### src/rtl/gmp_pkg.sv
package gmp_pkg;

   // Placement class codes as they arrive on the input channel
   localparam logic [3:0] CLS_NORMAL     = 4'd0;
   localparam logic [3:0] CLS_GLUE       = 4'd1;
   localparam logic [3:0] CLS_LEFT_GLUE  = 4'd2;
   localparam logic [3:0] CLS_RIGHT_GLUE = 4'd3;
   localparam logic [3:0] CLS_TOP_L      = 4'd4;
   localparam logic [3:0] CLS_TOP_C      = 4'd5;
   localparam logic [3:0] CLS_TOP_R      = 4'd6;
   localparam logic [3:0] CLS_BOT_L      = 4'd7;
   localparam logic [3:0] CLS_BOT_C      = 4'd8;
   localparam logic [3:0] CLS_BOT_R      = 4'd9;

   typedef enum logic [2:0] {
      OP_NORMAL,
      OP_GLUE,
      OP_LEFT_GLUE,
      OP_RIGHT_GLUE,
      OP_MARK_TOP,
      OP_MARK_BOTTOM,
      OP_NONE
   } op_kind_type;

   typedef enum logic [1:0] {
      ALIGN_LEFT,
      ALIGN_CENTER,
      ALIGN_RIGHT
   } align_type;

   // Decoded glyph as it sits in the queue between front and back
   typedef struct packed {
      logic        start_text;
      logic [7:0]  glyph_width;
      logic [7:0]  glyph_top;
      logic [7:0]  glyph_bottom;
      logic [7:0]  glyph_advance;
      op_kind_type op_kind;
      align_type   align;
   } item_type;

   typedef struct packed {
      logic        draw;
      logic [15:0] pos_x;
      logic [15:0] pos_y;
      logic [15:0] run_width;
   } result_type;

   // Handshake between a producer, a consumer and one of the small queues
   typedef struct packed {
      logic wr_en;
      logic rd_en;
   } fifo_ctl_type;

   typedef struct packed {
      logic full;
      logic empty;
   } fifo_stat_type;

endpackage

### src/rtl/gmp_fifo.sv
module gmp_fifo #(
   parameter int WIDTH = 8
) (
   input  logic                   clock,
   input  logic                   reset,
   input  gmp_pkg::fifo_ctl_type  ctl,
   input  logic [WIDTH-1:0]       wr_data,
   output gmp_pkg::fifo_stat_type stat,
   output logic [WIDTH-1:0]       rd_data
);

   // two entries: enough for one transfer per cycle with a registered flag
   logic [WIDTH-1:0] mem_ff [2];
   logic             wr_ptr_ff, wr_ptr_in;
   logic             rd_ptr_ff, rd_ptr_in;
   logic [1:0]       count_ff, count_in;

   always_comb begin
      wr_ptr_in = wr_ptr_ff ^ ctl.wr_en;
      rd_ptr_in = rd_ptr_ff ^ ctl.rd_en;
      count_in  = count_ff + {1'b0, ctl.wr_en} - {1'b0, ctl.rd_en};
   end

   always_ff @(posedge clock) begin
      if (reset) begin
         wr_ptr_ff <= 1'b0;
         rd_ptr_ff <= 1'b0;
         count_ff  <= 2'd0;
      end else begin
         wr_ptr_ff <= wr_ptr_in;
         rd_ptr_ff <= rd_ptr_in;
         count_ff  <= count_in;
      end
   end

   always_ff @(posedge clock) begin
      if (ctl.wr_en) begin
         mem_ff[wr_ptr_ff] <= wr_data;
      end
   end

   assign rd_data    = mem_ff[rd_ptr_ff];
   assign stat.full  = (count_ff == 2'd2);
   assign stat.empty = (count_ff == 2'd0);

endmodule

### src/rtl/gmp_front.sv
module gmp_front (
   input  logic              push,
   input  logic              q_full,
   input  logic              start_text,
   input  logic [7:0]        glyph_width,
   input  logic [7:0]        glyph_top,
   input  logic [7:0]        glyph_bottom,
   input  logic [7:0]        glyph_advance,
   input  logic [3:0]        glyph_class,
   output logic              q_wr_en,
   output gmp_pkg::item_type item
);

   assign q_wr_en = push & ~q_full;

   always_comb begin
      item.start_text    = start_text;
      item.glyph_width   = glyph_width;
      item.glyph_top     = glyph_top;
      item.glyph_bottom  = glyph_bottom;
      item.glyph_advance = glyph_advance;
      item.op_kind       = gmp_pkg::OP_NONE;
      item.align         = gmp_pkg::ALIGN_LEFT;
      case (glyph_class)
         gmp_pkg::CLS_NORMAL: begin
            item.op_kind = gmp_pkg::OP_NORMAL;
         end
         gmp_pkg::CLS_GLUE: begin
            item.op_kind = gmp_pkg::OP_GLUE;
         end
         gmp_pkg::CLS_LEFT_GLUE: begin
            item.op_kind = gmp_pkg::OP_LEFT_GLUE;
         end
         gmp_pkg::CLS_RIGHT_GLUE: begin
            item.op_kind = gmp_pkg::OP_RIGHT_GLUE;
         end
         gmp_pkg::CLS_TOP_L: begin
            item.op_kind = gmp_pkg::OP_MARK_TOP;
         end
         gmp_pkg::CLS_TOP_C: begin
            item.op_kind = gmp_pkg::OP_MARK_TOP;
            item.align   = gmp_pkg::ALIGN_CENTER;
         end
         gmp_pkg::CLS_TOP_R: begin
            item.op_kind = gmp_pkg::OP_MARK_TOP;
            item.align   = gmp_pkg::ALIGN_RIGHT;
         end
         gmp_pkg::CLS_BOT_L: begin
            item.op_kind = gmp_pkg::OP_MARK_BOTTOM;
         end
         gmp_pkg::CLS_BOT_C: begin
            item.op_kind = gmp_pkg::OP_MARK_BOTTOM;
            item.align   = gmp_pkg::ALIGN_CENTER;
         end
         gmp_pkg::CLS_BOT_R: begin
            item.op_kind = gmp_pkg::OP_MARK_BOTTOM;
            item.align   = gmp_pkg::ALIGN_RIGHT;
         end
         default: begin
            item.op_kind = gmp_pkg::OP_NONE;
         end
      endcase
   end

endmodule

### src/rtl/gmp_back.sv
module gmp_back #(
   parameter int POS_BITS = 16
) (
   input  logic                clock,
   input  logic                reset,
   input  logic [7:0]          char_gap,
   input  logic                q_empty,
   input  gmp_pkg::item_type   item,
   input  logic                out_full,
   output logic                q_rd_en,
   output logic                out_wr_en,
   output gmp_pkg::result_type result
);

   logic [POS_BITS-1:0] pen_ff, pen_in;
   logic [POS_BITS-1:0] saved_ff, saved_in;
   logic [POS_BITS-1:0] bl_ff, bl_in;
   logic [POS_BITS-1:0] br_ff, br_in;
   logic [7:0]          bt_ff, bt_in;
   logic [7:0]          bb_ff, bb_in;
   logic                bv_ff, bv_in;
   logic [15:0]         wt_ff, wt_in;

   // state as seen by this glyph (start_text wipes it first)
   logic [POS_BITS-1:0] pen0, saved0, bl0, br0;
   logic [7:0]          bt0, bb0;
   logic                bv0;
   logic [15:0]         wt0;

   logic [POS_BITS-1:0] w_p, adv_p, gap_p;
   logic [POS_BITS-1:0] x, d, dn, half;
   logic [POS_BITS+15:0] x_wide;
   logic [15:0]         y;
   logic                draw;
   logic                fire;

   assign fire      = ~q_empty & ~out_full;
   assign q_rd_en   = fire;
   assign out_wr_en = fire;

   always_comb begin
      pen0   = item.start_text ? '0 : pen_ff;
      saved0 = item.start_text ? '0 : saved_ff;
      bl0    = item.start_text ? '0 : bl_ff;
      br0    = item.start_text ? '0 : br_ff;
      bt0    = item.start_text ? 8'd0 : bt_ff;
      bb0    = item.start_text ? 8'd0 : bb_ff;
      bv0    = item.start_text ? 1'b0 : bv_ff;
      wt0    = item.start_text ? 16'd0 : wt_ff;

      w_p   = {{(POS_BITS-8){1'b0}}, item.glyph_width};
      adv_p = {{(POS_BITS-8){1'b0}}, item.glyph_advance};
      gap_p = {{(POS_BITS-8){1'b0}}, char_gap};

      // centering offset, halved toward zero
      d    = br0 - bl0 - w_p;
      dn   = d + {{(POS_BITS-1){1'b0}}, d[POS_BITS-1]};
      half = {dn[POS_BITS-1], dn[POS_BITS-1:1]};

      pen_in   = pen0;
      saved_in = saved0;
      bl_in    = bl0;
      br_in    = br0;
      bt_in    = bt0;
      bb_in    = bb0;
      bv_in    = bv0;
      wt_in    = wt0;
      draw     = 1'b0;
      x        = '0;
      y        = 16'd0;

      case (item.op_kind)
         gmp_pkg::OP_NORMAL: begin
            draw     = 1'b1;
            x        = pen0;
            bv_in    = 1'b0;
            pen_in   = pen0 + w_p + gap_p;
            saved_in = pen0 + w_p + gap_p;
            wt_in    = wt0 + {8'd0, item.glyph_width} + {8'd0, char_gap};
         end
         gmp_pkg::OP_GLUE, gmp_pkg::OP_LEFT_GLUE, gmp_pkg::OP_RIGHT_GLUE: begin
            draw     = 1'b1;
            // right glue sits flush with the end of its advance
            x        = (item.op_kind == gmp_pkg::OP_RIGHT_GLUE) ? pen0 + adv_p - w_p : pen0;
            bt_in    = item.glyph_top;
            bb_in    = item.glyph_bottom;
            bv_in    = 1'b1;
            bl_in    = pen0;
            br_in    = pen0 + ((item.op_kind == gmp_pkg::OP_GLUE) ? w_p : adv_p);
            pen_in   = pen0 + adv_p;
            saved_in = pen0 + adv_p;
            wt_in    = wt0 + {8'd0, item.glyph_advance};
         end
         gmp_pkg::OP_MARK_TOP, gmp_pkg::OP_MARK_BOTTOM: begin
            pen_in = saved0;
            if (bv0) begin
               draw = 1'b1;
               if (item.op_kind == gmp_pkg::OP_MARK_TOP) begin
                  y = {8'd0, bt0} - ({8'd0, item.glyph_bottom} - {8'd0, item.glyph_top});
               end else begin
                  y = {8'd0, bb0};
               end
               case (item.align)
                  gmp_pkg::ALIGN_LEFT:   x = bl0;
                  gmp_pkg::ALIGN_CENTER: x = bl0 + half;
                  gmp_pkg::ALIGN_RIGHT:  x = br0 - w_p;
                  default:               x = bl0;
               endcase
            end
         end
         default: begin
            pen_in = saved0;
         end
      endcase

      x_wide           = {16'd0, x};
      result.draw      = draw;
      result.pos_x     = x_wide[15:0];
      result.pos_y     = y;
      result.run_width = wt_in;
   end

   always_ff @(posedge clock) begin
      if (reset) begin
         pen_ff   <= '0;
         saved_ff <= '0;
         bl_ff    <= '0;
         br_ff    <= '0;
         bt_ff    <= 8'd0;
         bb_ff    <= 8'd0;
         bv_ff    <= 1'b0;
         wt_ff    <= 16'd0;
      end else if (fire) begin
         pen_ff   <= pen_in;
         saved_ff <= saved_in;
         bl_ff    <= bl_in;
         br_ff    <= br_in;
         bt_ff    <= bt_in;
         bb_ff    <= bb_in;
         bv_ff    <= bv_in;
         wt_ff    <= wt_in;
      end
   end

endmodule

### src/rtl/glyph_mark_placement_core.sv
// A push goes through the item queue and back end to the result (empty low).
// Throughput: one glyph per cycle while the result queue has room; the state
// update in the back end is the loop that sets that rate.
// Reset: synchronous, active high; empties both queues, clears pen, saved
// position, base rectangle, running width and char_gap.
module glyph_mark_placement_core #(
   parameter int POS_BITS = 16
) (
   input  logic               clock,
   input  logic               reset,
   // configuration
   input  logic               csr_wr_en,
   input  logic [7:0]         csr_wr_data,
   // input queue side
   input  logic               push,
   output logic               full,
   input  logic               req_start_text,
   input  logic [7:0]         req_glyph_width,
   input  logic [7:0]         req_glyph_top,
   input  logic [7:0]         req_glyph_bottom,
   input  logic [7:0]         req_glyph_advance,
   input  logic [3:0]         req_glyph_class,
   // result queue side
   output logic               empty,
   input  logic               pop,
   output logic               rsp_draw,
   output logic signed [15:0] rsp_pos_x,
   output logic signed [15:0] rsp_pos_y,
   output logic [15:0]        rsp_run_width
);

   localparam int ItemBits   = $bits(gmp_pkg::item_type);
   localparam int ResultBits = $bits(gmp_pkg::result_type);

   // char_gap: the user must write it only while the block is idle; the block does not enforce this
   logic [7:0] char_gap_ff, char_gap_in;

   assign char_gap_in = csr_wr_en ? csr_wr_data : char_gap_ff;

   always_ff @(posedge clock) begin
      if (reset) begin
         char_gap_ff <= 8'd0;
      end else begin
         char_gap_ff <= char_gap_in;
      end
   end

   // front end: decode the class into an op and an alignment
   gmp_pkg::item_type      front_item;
   gmp_pkg::item_type      head_item;
   logic [ItemBits-1:0]    head_bits;
   gmp_pkg::fifo_ctl_type  iq_ctl;
   gmp_pkg::fifo_stat_type iq_stat;

   gmp_front u_front (
      .push          (push),
      .q_full        (iq_stat.full),
      .start_text    (req_start_text),
      .glyph_width   (req_glyph_width),
      .glyph_top     (req_glyph_top),
      .glyph_bottom  (req_glyph_bottom),
      .glyph_advance (req_glyph_advance),
      .glyph_class   (req_glyph_class),
      .q_wr_en       (iq_ctl.wr_en),
      .item          (front_item)
   );

   // decoupling queue between front and back
   gmp_fifo #(
      .WIDTH (ItemBits)
   ) u_item_q (
      .clock   (clock),
      .reset   (reset),
      .ctl     (iq_ctl),
      .wr_data (front_item),
      .stat    (iq_stat),
      .rd_data (head_bits)
   );

   assign head_item = gmp_pkg::item_type'(head_bits);

   // back end: placement state and arithmetic, one glyph per transfer
   gmp_pkg::result_type    back_result;
   gmp_pkg::result_type    out_result;
   logic [ResultBits-1:0]  out_bits;
   gmp_pkg::fifo_ctl_type  oq_ctl;
   gmp_pkg::fifo_stat_type oq_stat;

   gmp_back #(
      .POS_BITS (POS_BITS)
   ) u_back (
      .clock     (clock),
      .reset     (reset),
      .char_gap  (char_gap_ff),
      .q_empty   (iq_stat.empty),
      .item      (head_item),
      .out_full  (oq_stat.full),
      .q_rd_en   (iq_ctl.rd_en),
      .out_wr_en (oq_ctl.wr_en),
      .result    (back_result)
   );

   // result queue: while it is full, the back end waits for a pop
   assign oq_ctl.rd_en = pop & ~oq_stat.empty;

   gmp_fifo #(
      .WIDTH (ResultBits)
   ) u_result_q (
      .clock   (clock),
      .reset   (reset),
      .ctl     (oq_ctl),
      .wr_data (back_result),
      .stat    (oq_stat),
      .rd_data (out_bits)
   );

   assign out_result    = gmp_pkg::result_type'(out_bits);
   assign full          = iq_stat.full;
   assign empty         = oq_stat.empty;
   assign rsp_draw      = out_result.draw;
   assign rsp_pos_x     = $signed(out_result.pos_x);
   assign rsp_pos_y     = $signed(out_result.pos_y);
   assign rsp_run_width = out_result.run_width;

endmodule

### config.mk
export PLATFORM = sky130hd
export DESIGN_NAME = glyph_mark_placement_core
export DESIGN_NICKNAME = d
export VERILOG_FILES = /design/src/rtl/gmp_pkg.sv /design/src/rtl/gmp_fifo.sv /design/src/rtl/gmp_front.sv /design/src/rtl/gmp_back.sv /design/src/rtl/glyph_mark_placement_core.sv
export SDC_FILE = /design/constraint.sdc
export NUM_CORES = 1
export LEC_CHECK = 0
export ABC_AREA = 1
export ABC_CLOCK_PERIOD_IN_PS = 6700
export BUFFER_PORTS_ARGS = -buffer_cell sky130_fd_sc_hd__clkbuf_2
export CAP_MARGIN = 20
export CELL_PAD_IN_SITES_DETAIL_PLACEMENT = 0
export CELL_PAD_IN_SITES_GLOBAL_PLACEMENT = 1
export CORE_MARGIN = 2
export CORE_UTILIZATION = 47
export DETAILED_ROUTE_END_ITERATION = 8
export HOLD_SLACK_MARGIN = 0.12
export PLACE_DENSITY_LB_ADDON = 0.15
export SLEW_MARGIN = 5
export SYNTH_ARGS = -nofsm -noshare
export SYNTH_HDL_FRONTEND = slang
export SYNTH_SLANG_ARGS = --single-unit
export TNS_END_PERCENT = 10
### constraint.sdc
create_clock -name clock -period 6.7 [get_ports clock]
set_clock_uncertainty 0.2 [all_clocks]
set_input_delay 1.34 -clock clock [delete_from_list [all_inputs] [get_ports clock]]
set_output_delay 1.34 -clock clock [all_outputs]
set_load 0.01 [all_outputs]
==> results.json <==
{
  "r2r_end": "u_result_q.mem_ff[1][42]",
  "crit_top_cell": "nand2_1",
  "syn_nets": 2628,
  "worstHoldStart": "u_back.wt_ff[4]",
  "hold_viol_final": 0,
  "synth_xor_area_share_pct": 2.19,
  "dr.pass1.iters": 5,
  "synth_top_family_by_area": "simple AND/OR/NAND/NOR gates",
  "rr_worst_depth": 34,
  "netlist_instances": 2429,
  "worst-endpoint-arrival_ns": 6.20,
  "grt_pass1_vias": 15600,
  "setup_viol": 0,
  "status": "complete, no violations",
  "synth_compound_area_share_pct": 15.9,
  "postRouteAntennaNets": 0,
  "cts_sinks": 271,
  "wl_per_cell_um": 18.5,
  "io_pins": 101,
  "fmax_ghz": 0.164,
  "min_period_ns": 6.09,
  "route.vias.total": 16700,
  "grt_max_degree": 53,
  "clock_tree.htree_level_count": 1,
  "critPathKind": "reg -> reg",
  "maxCapViolations": 0,
  "cts_buffers": 30,
  "required_ns": 6.81,
  "fin_nets": 2710,
  "max_stage_delay_ns": 0.43,
  "muxShareOfSynthArea_pct": 0.427,
  "die_area_um2": 41500,
  "netlist_area_um2": 18800,
  "seqCellArea_um2": 7170,
  "cts_tree": "done",
  "whs_path_depth": 2,
  "min_period_over_period_pct": 90.9,
  "layout-drive-gt1-share_pct": 10.3,
  "holdPathEnd": "u_back.wt_ff[4]",
  "drt_wl_total_mm": 56.5,
  "grt_overflow": 0,
  "synth_fa_ha_area_share_pct": 11.1,
  "dieWidth_um": 204,
  "floorplan.initialDensity_pct": 47.4,
  "remaining_drc_errors": 0,
  "synth_async_sr_flop_share_pct": 0,
  "startpoint_type": "flop",
  "antennaDiodeCount": 0,
  "endpoint_kind": "flop",
  "synth_cell_types": 61,
  "hpwl_mm": 42.2,
  "die_y_um": 204,
  "grt_setup_unrepaired": "no",
  "ys_seq_elements": 271,
  "worstMarginPinSlew_ns": 1.11,
  "synth_ff_type": "edfxtp_1",
  "cts_root_buf": "clkbuf_16",
  "gr-usage-all-layers_pct": 27.0,
  "area_growth_pct": 11.0,
  "r2r_slack_ns": 0.61,
  "critPathMaxFanout": 21,
  "slowest_stage": "fa_1",
  "cts_hold_buffers": 0,
  "core_um2": 39500,
  "numPortBuffers": 100,
  "post_cts_buffers": 0,
  "viasPerCell": 5.45,
  "reg2reg_from": "u_item_q.rd_ptr_ff",
  "clkLatencyLatePin_ns": 0.58,
  "slew_viol_final": 0,
  "tns_ns": 0,
  "synth-simple-area-share_pct": 23.1,
  "hold_class": "reg -> reg",
  "clockBufferDepth": 3,
  "grt_pass1_wl_mm": 87.2,
  "synth.avg_cell_area_um2": 7.72,
  "place.gp.congestion": 0.905,
  "slew_headroom_pct": 24.2,
  "rows": 73,
  "multiInputGateArea_um2": 9920,
  "yosysSeqAreaShare_pct": 38.2,
  "yosysWarnings": 0,
  "clkTransAtPathRegs_ns": 0.06,
  "antenna_found_initial": 1,
  "fill_cells": 3797,
  "synth-edff-count": 174,
  "drt_iter0_drc": 1196
}
## repair_timing
action | CTS | global route
resized for setup | 0 | 5
hold endpoints to repair | 0 | 0
endpoints found under the setup margin | 0 | 14
## synthesized netlist by cell type, types with 5 or more instances
| cell | count | share of area [%] |
|---|---|---|
| buf_1 | 6 | 0.12 |
| a31oi_1 | 14 | 0.47 |
| o21ai_0 | 172 | 4.6 |
| o22ai_1 | 9 | 0.30 |
| a21oi_1 | 177 | 4.7 |
| clkbuf_1 | 54 | 1.1 |
| nor3_1 | 22 | 0.59 |
| nand3_1 | 127 | 3.4 |
| a21o_1 | 6 | 0.24 |
| fa_1 | 29 | 3.1 |
| o211ai_1 | 34 | 1.4 |
| xor2_1 | 28 | 1.3 |
| a211oi_1 | 13 | 0.52 |
| nor2_2 | 9 | 0.30 |
| o221ai_1 | 22 | 1.0 |
| o21ai_1 | 7 | 0.19 |
| mux2i_1 | 8 | 0.43 |
| dfxtp_1 | 97 | 10 |
| buf_2 | 14 | 0.37 |
| nor2_1 | 179 | 3.6 |
| inv_2 | 8 | 0.16 |
| nand2_2 | 8 | 0.27 |
| edfxtp_1 | 174 | 28 |
| a221oi_1 | 14 | 0.65 |
| nor2_4 | 13 | 0.78 |
| xnor2_1 | 19 | 0.89 |
| inv_1 | 340 | 6.8 |
| o31ai_1 | 5 | 0.20 |
| nand2_1 | 599 | 12 |
| or2_2 | 15 | 0.50 |
| ha_1 | 120 | 8.0 |
| nand4_1 | 15 | 0.50 |
| o21a_1 | 7 | 0.28 |
| o21bai_1 | 7 | 0.28 |
## kinds of logic after synthesis
family / Yosys count
fa+ha+maj: 149
compound gates: 510
mux: 8
buf+inv: 434
xor+xnor: 47
flops: 271
simple gates: 1010
## per-layer routing
metal  global-route usage (%)  vias up  wire (µm)
li1                         -     8301          -
met1                     38.8     7772      26400
met2                     42.9      504      24900
met3                     3.60       85       3660
met4                     7.27        2       1490
met5                        0        -         13
## registers in the layout, summed over array words and instances, names as in the netlist, 2 cells and up
signal and cells:
u_back.br_ff 16, u_result_q.count_ff 2, u_back.bl_ff 16, u_result_q.mem_ff 98
u_back.bb_ff 8, u_back.wt_ff 16, u_back.bt_ff 8, char_gap_ff 8
u_back.pen_ff 16, u_item_q.mem_ff 76, u_item_q.count_ff 2
## area by class of cell
class / instances / area share [%]
inverter: 353 / 6.40
multi-input combinational: 1724 / 47.7
clock buffer: 37 / 3.78
tap: 525 / 3.16
sequential: 271 / 34.4
timing repair buffer: 131 / 3.53
clock inverter: 18 / 1.02
## worst max-delay path by stage
stage                     depth (start not counted)                        to  slack [ns]          startpoint
after floorplan                                  41  u_result_q.mem_ff[0][42]        0.87  u_item_q.rd_ptr_ff
after global placement                           34  u_result_q.mem_ff[0][46]        0.57  u_item_q.rd_ptr_ff
after detailed placement                         34  u_result_q.mem_ff[1][46]        0.53  u_item_q.rd_ptr_ff
after CTS                                        34  u_result_q.mem_ff[1][46]        0.53  u_item_q.rd_ptr_ff
after global routing                             39  u_result_q.mem_ff[1][42]        0.01  u_item_q.rd_ptr_ff
final                                            34  u_result_q.mem_ff[1][42]        0.61  u_item_q.rd_ptr_ff
## per-stage QoR
stage                     worst slack [ns]  hold WS, ns  std cells  util, %  instance area (µm²)
after floorplan                      0.867        0.236       2429        -                18800
after global placement               0.570        0.252       3003     50.1                19800
after detailed placement             0.531        0.252       3003     50.1                19800
after CTS                            0.527        0.264       3058     52.6                20800
after global routing                0.0105        0.287       3059     52.6                20800
final                                0.610        0.265       3059     52.6                20800
## critical path, delay by kind of cell (launching register included)
kind	cells	cell delay [ns]
compound gates	8	1.32
fa+ha+maj	4	1.20
buf+inv	5	0.69
flops	1	0.40
simple gates	17	2.01
## cell usage in the layout (no fill, tap or decap), drive strengths merged, types with 4 or more instances in the layout
cell     synthesis  final
nand2          611    611
inv            349    350
nor2           202    202
o21ai          182    182
a21oi          177    177
edfxtp         174    174
clkbuf          55    138
nand3          132    132
ha             120    120
dfxtp           97     97
o211ai          35     35
buf             26     30
fa              29     29
xor2            28     28
nor3            25     25
o221ai          22     22
xnor2           19     19
or2             16     16
nand4           15     15
clkinv           4     15
a31oi           14     14
a221oi          14     14
a211oi          13     13
o22ai            9      9
mux2i            8      8
o21bai           7      7
o21a             7      7
a21o             6      6
o31ai            5      5
o311ai           4      4
nor3b            4      4
a2111oi          4      4
a21boi           4      4
Power is left out: the tool's default activity adds up to more than one toggle a clock period on the data nets, which glitch-free logic cannot reach.
